File: src/hdl/kest_pkg.sv
// ----------------------------------------------------------------------------
// kest_pkg: shared types and codes for the edge select/toggle block
// Operation and status codes, payload structs and the command/status
// structs between controller and datapath.
// ----------------------------------------------------------------------------
package kest_pkg;

	localparam int MAX_NODES_DEF = 64;

	localparam int OP_W     = 2;
	localparam int RANK_W   = 11;
	localparam int NODE_W   = 6;
	localparam int STATUS_W = 2;
	localparam int EDGE_W   = 11;
	localparam int NC_W     = 7;

	localparam logic [NC_W-1:0] NODE_COUNT_RST = 7'd64;

	// operation codes
	localparam logic [OP_W-1:0] OP_ADD = 2'd0;
	localparam logic [OP_W-1:0] OP_DEL = 2'd1;
	localparam logic [OP_W-1:0] OP_SET = 2'd2;
	localparam logic [OP_W-1:0] OP_CLR = 2'd3;

	// status codes
	localparam logic [STATUS_W-1:0] ST_OK   = 2'd0;
	localparam logic [STATUS_W-1:0] ST_RANK = 2'd1;
	localparam logic [STATUS_W-1:0] ST_PAIR = 2'd2;

	// row read address select
	localparam logic [1:0] RD_SCAN = 2'd0;
	localparam logic [1:0] RD_TGT  = 2'd1;
	localparam logic [1:0] RD_PAIR = 2'd2;

	typedef struct packed {
		logic [OP_W-1:0]   op;
		logic [RANK_W-1:0] rank;
		logic [NODE_W-1:0] row_in;
		logic [NODE_W-1:0] col_in;
	} item_t;

	typedef struct packed {
		logic [NODE_W-1:0]   row_out;
		logic [NODE_W-1:0]   col_out;
		logic [STATUS_W-1:0] status;
		logic [EDGE_W-1:0]   edges_now;
	} result_t;

	typedef struct packed {
		logic       load;
		logic       rd_en;
		logic [1:0] rd_sel;
		logic       fetch;
		logic       sel_step;
		logic       wr_en;
		logic       fail_rank;
		logic       fail_pair;
	} cmd_t;

	typedef struct packed {
		logic is_scan;
		logic pair_ok;
		logic scan_last;
		logic rank_ok;
		logic sel_hit;
	} stat_t;

endpackage

File: src/hdl/kest_ctrl.sv
// ----------------------------------------------------------------------------
// kest_ctrl: sequencing state machine
// Steps one operation through decode, row scan and rank check (ranked ops),
// row fetch, in-row select (ranked ops), write-back and the result beat.
// ----------------------------------------------------------------------------
module kest_ctrl (
	input  logic            clk,
	input  logic            arst_n,
	input  logic            start,
	input  kest_pkg::stat_t stat,
	output kest_pkg::cmd_t  cmd,
	output logic            busy,
	output logic            done
);

	localparam logic [3:0] S_IDLE   = 4'd0;
	localparam logic [3:0] S_DECODE = 4'd1;
	localparam logic [3:0] S_SCAN   = 4'd2;
	localparam logic [3:0] S_DRAIN1 = 4'd3;
	localparam logic [3:0] S_DRAIN2 = 4'd4;
	localparam logic [3:0] S_CHECK  = 4'd5;
	localparam logic [3:0] S_FETCH  = 4'd6;
	localparam logic [3:0] S_SEL    = 4'd7;
	localparam logic [3:0] S_WRITE  = 4'd8;
	localparam logic [3:0] S_DONE   = 4'd9;

	logic [3:0] state_q;
	logic [3:0] state_nx;

	always_comb begin
		state_nx = state_q;
		cmd      = '0;
		unique case (state_q)
			S_IDLE: begin
				if (start) begin
					cmd.load = 1'b1;
					state_nx = S_DECODE;
				end
			end
			S_DECODE: begin
				if (stat.is_scan) begin
					state_nx = S_SCAN;
				end else if (stat.pair_ok) begin
					cmd.rd_en  = 1'b1;
					cmd.rd_sel = kest_pkg::RD_PAIR;
					state_nx   = S_FETCH;
				end else begin
					cmd.fail_pair = 1'b1;
					state_nx      = S_DONE;
				end
			end
			S_SCAN: begin
				cmd.rd_en  = 1'b1;
				cmd.rd_sel = kest_pkg::RD_SCAN;
				if (stat.scan_last) begin
					state_nx = S_DRAIN1;
				end
			end
			// let the last row's count reach the accumulator
			S_DRAIN1: state_nx = S_DRAIN2;
			S_DRAIN2: state_nx = S_CHECK;
			S_CHECK: begin
				if (stat.rank_ok) begin
					cmd.rd_en  = 1'b1;
					cmd.rd_sel = kest_pkg::RD_TGT;
					state_nx   = S_FETCH;
				end else begin
					cmd.fail_rank = 1'b1;
					state_nx      = S_DONE;
				end
			end
			S_FETCH: begin
				cmd.fetch = 1'b1;
				state_nx  = stat.is_scan ? S_SEL : S_WRITE;
			end
			S_SEL: begin
				cmd.sel_step = 1'b1;
				if (stat.sel_hit) begin
					state_nx = S_WRITE;
				end
			end
			S_WRITE: begin
				cmd.wr_en = 1'b1;
				state_nx  = S_DONE;
			end
			S_DONE: state_nx = S_IDLE;
			default: state_nx = S_IDLE;
		endcase
	end

	always_ff @(posedge clk or negedge arst_n) begin
		if (!arst_n) begin
			state_q <= S_IDLE;
		end else begin
			state_q <= state_nx;
		end
	end

	assign busy = (state_q != S_IDLE);
	assign done = (state_q == S_DONE);

`ifndef ASSERT_OFF
	a_done_single: assert property (@(posedge clk) disable iff (!arst_n)
		done |=> !done)
		else $error("result beat held for more than one cycle");

	a_write_after_fetch: assert property (@(posedge clk) disable iff (!arst_n)
		cmd.wr_en |-> ($past(state_q) == S_FETCH || $past(state_q) == S_SEL))
		else $error("row written without a fresh fetch");
`endif

endmodule

File: config.mk
export PLATFORM = sky130hd
export DESIGN_NAME = kest_ctrl
export DESIGN_NICKNAME = d
export VERILOG_FILES = /design/src/hdl/kest_pkg.sv /design/src/hdl/kest_ctrl.sv
export SDC_FILE = /design/constraint.sdc
export NUM_CORES = 1
export LEC_CHECK = 0
export BUFFER_PORTS_ARGS = -buffer_cell sky130_fd_sc_hd__buf_2
export CORE_AREA = 2 2 39 41
export CTS_BUF_LIST = sky130_fd_sc_hd__clkbuf_8 sky130_fd_sc_hd__clkbuf_16
export CTS_CLUSTER_DIAMETER = 200
export DETAILED_ROUTE_END_ITERATION = 7
export DIE_AREA = 0 0 41 43
export GPL_TIMING_DRIVEN = 0
export PLACE_DENSITY = 0.62
export SLEW_MARGIN = 20
export SYNTH_ARGS = -nofsm -noshare
export SYNTH_HDL_FRONTEND = slang
export SYNTH_SLANG_ARGS = --single-unit
File: constraint.sdc
create_clock -name clk -period 3.45 [get_ports clk]
set_input_delay 0 -clock clk [delete_from_list [all_inputs] [get_ports clk]]
set_output_delay 0 -clock clk [all_outputs]
set_load 0.01 [all_outputs]
# After elaboration in Yosys (flattened, before gate mapping)

Cells that the tools add are included.

Multiplexer cells: 22
Equality and inequality tests: 12
Reductions and logical operators: 3

Operators by type and width:

| cell                                                                   | number |
|---|---|
| 4-bit one-hot mux with 9 select lines                                  | 1 |
| 4-bit two-way mux                                                      | 7 |
| 4-bit by 3-bit equality test with 1-bit output (second input constant) | 4 |
| 1-bit two-way mux                                                      | 10 |
| 3-bit two-way mux                                                      | 3 |
| 3-bit one-hot mux with 3 select lines                                  | 1 |
| 4-bit by 2-bit equality test with 1-bit output (second input constant) | 2 |
| 4-bit equality test (second input constant)                            | 2 |
| 2-bit != test (second input constant)                                  | 3 |
| 4-bit by 1-bit equality test with 1-bit output (second input constant) | 1 |
| 4-bit zero test                                                        | 1 |
| 4-bit nonzero test                                                     | 1 |
| 3-bit AND reduction                                                    | 1 |

Bits of input ports: 8
Register bits after elaboration: 4
Word-level logic and storage cells: 38

# Logic depth before layout (Yosys ltp)

Depth after elaboration: 3
Mapped depth: 5
Mapped depth without buffers: 4

# Worst setup path after synthesis

OpenSTA, ideal clock, no wires.

Path type: register to register
Start: register state_q[2]
End: register state_q[1]
Setup time: 137 ps
Path buffers: 1
Period minus slack after synthesis: 1282 ps
Arrival: 1145 ps
Cell stages (with the launch flop): 6
Slack: 2168 ps
Cells stage by stage: dfrtp_1 > buf_2 > nor2_1 > nand2_1 > o2111ai_1 > o32ai_1

Cells in the longest elaborated chain, start to end: 3
Elaborated cells between the ends (all ways): 14
Those cells by class: eq/ne (11); mux (1); reduce/logical (2)

RTL lines:

| item                                                                         | RTL line        | text |
|---|---|---|
| start: declaration                                                           | kest_ctrl.sv:27 | `logic [3:0] state_q;` |
| start signal: assignment                                                     | kest_ctrl.sv:95 | `state_q <= state_nx;` |
| 4-bit by 2-bit equality test with 1-bit output, or another cell as far along | kest_ctrl.sv:33 | `unique case (state_q)` |
| 2-bit != test (no source line)                                               | -               |  |
| 3-bit AND reduction (no source line)                                         | -               |  |

Parallel ways exist; a longest one is shown, timed or not.
A chain may end at the register's enable or synchronous reset.

==> impl_metrics.env <==
export IMPL_finalClockSkew_ps=2.16
export IMPL_cts_htree_levels=1
export IMPL_diodes=0
export IMPL_row_count=14
export IMPL_synthSimpleGateAreaFrac_pct=41.7
export IMPL_worst_path_max_fanout=10
export IMPL_syn_inst=57
export IMPL_synth_fa_ha_area_share_pct=0
export IMPL_p_leak_nw=0.282
export IMPL_whs_ps=89.7
export IMPL_routabilityCongestion=0.766
export IMPL_firstDrtPassIters=4
export IMPL_drive_gt1_share_pct=40.5
export IMPL_syn_avg_cell_area_um2=7.64
export IMPL_hold_path_class="input port to flip-flop"
export IMPL_cts_tree="built"
export IMPL_muxShareOfSynthArea_pct=0
export IMPL_drc=0
export IMPL_cts_made_buffers=3
export IMPL_synthFlopType="dfrtp_1"
export IMPL_r2r_start="state_q[2]"
export IMPL_grt_overflow=0
export IMPL_cp_arrival_ps=1480
export IMPL_synth_seq_area_share_pct=23.0
export IMPL_antenna_found_initial=0
export IMPL_drt_iter0_drc=19
export IMPL_power_density_nw_per_um2=785
export IMPL_finalCritPeriodShare_pct=42.8
export IMPL_min_to="state_q[0]"
export IMPL_vias_per_cell=5.36
export IMPL_end_kind="output port"
export IMPL_setup_viol=0
export IMPL_top_register="state_q"
export IMPL_most_common_layout_cells="22 x buf_2, 7 x nor2_1, 5 x inv_1, 5 x o21ai_0, 4 x dfrtp_1"
export IMPL_synth_xor_xnor_area_share_pct=0
export IMPL_synth_seq_cells=4
export IMPL_final_max_slew_viol_count=0
export IMPL_yosysWarnings=0
export IMPL_grt_pass1_vias=426
export IMPL_ff2ff_path_depth=4
export IMPL_dp_hpwl_um=887
export IMPL_root_buffer="clkbuf_8"
export IMPL_max_freq_mhz=678
export IMPL_die_w_um=41
export IMPL_max_slew_margin_rel_pct=69.7
export IMPL_synth_edf_count=0
export IMPL_fin_crit_ps=1480
export IMPL_n_fill_cell=149
export IMPL_coreArea_um2=1380
export IMPL_antenna_left=0
export IMPL_crit_type="flip-flop to output port"
export IMPL_required_ps=3450
export IMPL_die_h_um=43
export IMPL_async_flop_share_pct=100
export IMPL_dieArea_um2=1760
export IMPL_synth_top_family_by_area="simple AND/OR/NAND/NOR gates"
export IMPL_stdcell_area_um2=597
export IMPL_regToRegSetupSlack_ps=2000
export IMPL_cts_sinks=4
export IMPL_mostFrequentLayoutCell="buf_2"
export IMPL_reg_top3="state_q x4"
export IMPL_hold_viol_final=0
export IMPL_wirelength_mm=1.16
export IMPL_nNetsFinal=89
export IMPL_clk_pin_slew_ps=30
export IMPL_synth_nets=65
export IMPL_syn_to_final_growth_pct=37.1
export IMPL_dp_slack_ps=2060
export IMPL_syn_area_um2=435
export IMPL_grt_usage_pct=15.6
export IMPL_worstHoldPathCells=3
export IMPL_tightest_slew_ps=443
export IMPL_grt_max_degree=11
export IMPL_numPortBuffers=18
export IMPL_start_kind="flip-flop"
export IMPL_wl_per_cell_um=12.2
export IMPL_drv_cap=0
export IMPL_pin_count=19
export IMPL_largest_reg_flops=4
export IMPL_hp_start="stat[0]"
export IMPL_post_cts_setup_buffers=0
export IMPL_irDropWorstVdd_mv=0.274
export IMPL_initial_utilization_pct=31.5
export IMPL_rsz0062_at_grt="false"
export IMPL_r2r_end="state_q[1]"
export IMPL_status="completed"
export IMPL_synth_compound_area_share_pct=25.6
export IMPL_vias=509
export IMPL_placed_area_um2=546
export IMPL_clockBufferDepth=2
export IMPL_insertion_delay_ps=220
export IMPL_grt_pass1_wl_mm=1.86
export IMPL_finalSetupTns_ps=0
export IMPL_netlist_cell_type_count=29
export IMPL_timing_final_ws_setup_ps=1970
-- routing by layer --
layer	GRT usage, %	vias to the layer above	share of wire [%]
met1	21.1	240	45
li1	-	254	-
met2	21.6	13	50
met4	10.0	0	1.9
met5	0	-	0
met3	3.14	2	3.0
-- layout make-up --
type	count	area [um2]	share of cell area, %
Clock buffer	3	41.3	6.92
Sequential cell	4	100	16.8
Inverter	6	22.5	3.77
Timing Repair Buffer	19	100	16.8
Tap cell	16	20.0	3.35
Multi-Input combinational cell	43	293	49.1
Buffer	4	20.0	3.35
-- what timing repair did --
action,in CTS,in global routing
hold buffers,1,0
resized for setup,0,0
hold endpoints to repair,4,0
-- worst max-delay path, cell delays in order, from the launching register on --
cell,delay (ps)
dfrtp_1,370
buf_2,180
nand2b_4,180
nor3_2,210
nor2_1,90
o21ai_0,80
buf_2,150
-- Yosys cell counts, types with 2 or more instances --
master    number  share of area (%)
a31oi_1        2                2.9
nor2_1         7                6.0
inv_1          5                4.3
nor3_1         3                3.4
nor3_2         2                4.6
nand2_1        3                2.6
buf_2          4                4.6
o21ai_0        5                5.7
dfrtp_1        4                 23
a211oi_1       2                3.4
nand2b_1       2                2.9
-- per-stage QoR --
step | utilization (%) | power (W) | std cells
after global placement | 39.4 | 0.000363 | 91
final | 43.1 | 0.000469 | 95
after global routing | 43.1 | 0.000510 | 95
after detailed placement | 39.4 | 0.000364 | 91
after floorplan | - | 0.000288 | 57
after CTS | 43.1 | 0.000468 | 95
-- how the worst max path moves through the flow --
stage | startpoint | to | slack [ps]
after floorplan | state_q[2] | state_q[1] | 2170
after global placement | state_q[2] | state_q[1] | 2090
after detailed placement | state_q[2] | state_q[1] | 2060
after CTS | state_q[2] | cmd[7] | 1970
after global routing | state_q[2] | state_q[1] | 1820
final | state_q[3] | cmd[7] | 1970
-- where the power goes --
group / internal [W] / total, W / leakage [nW] / switching [W]
clock: 0.0000746 / 0.000101 / 0.0216 / 0.0000265
sequential: 0.0000665 / 0.0000873 / 0.0513 / 0.0000208
combinational: 0.000109 / 0.000280 / 0.209 / 0.000172
total: 0.000250 / 0.000469 / 0.282 / 0.000219
-- logic make-up (layout without fill, tap and decap cells) --
group,count (synthesis),after routing
AO/OA/AOI/OAI,16,16
buffers and inverters,10,32
flip-flops,4,4
AND/OR/NAND/NOR,27,27
No activity file was read; power rests on OpenSTA's default activity.
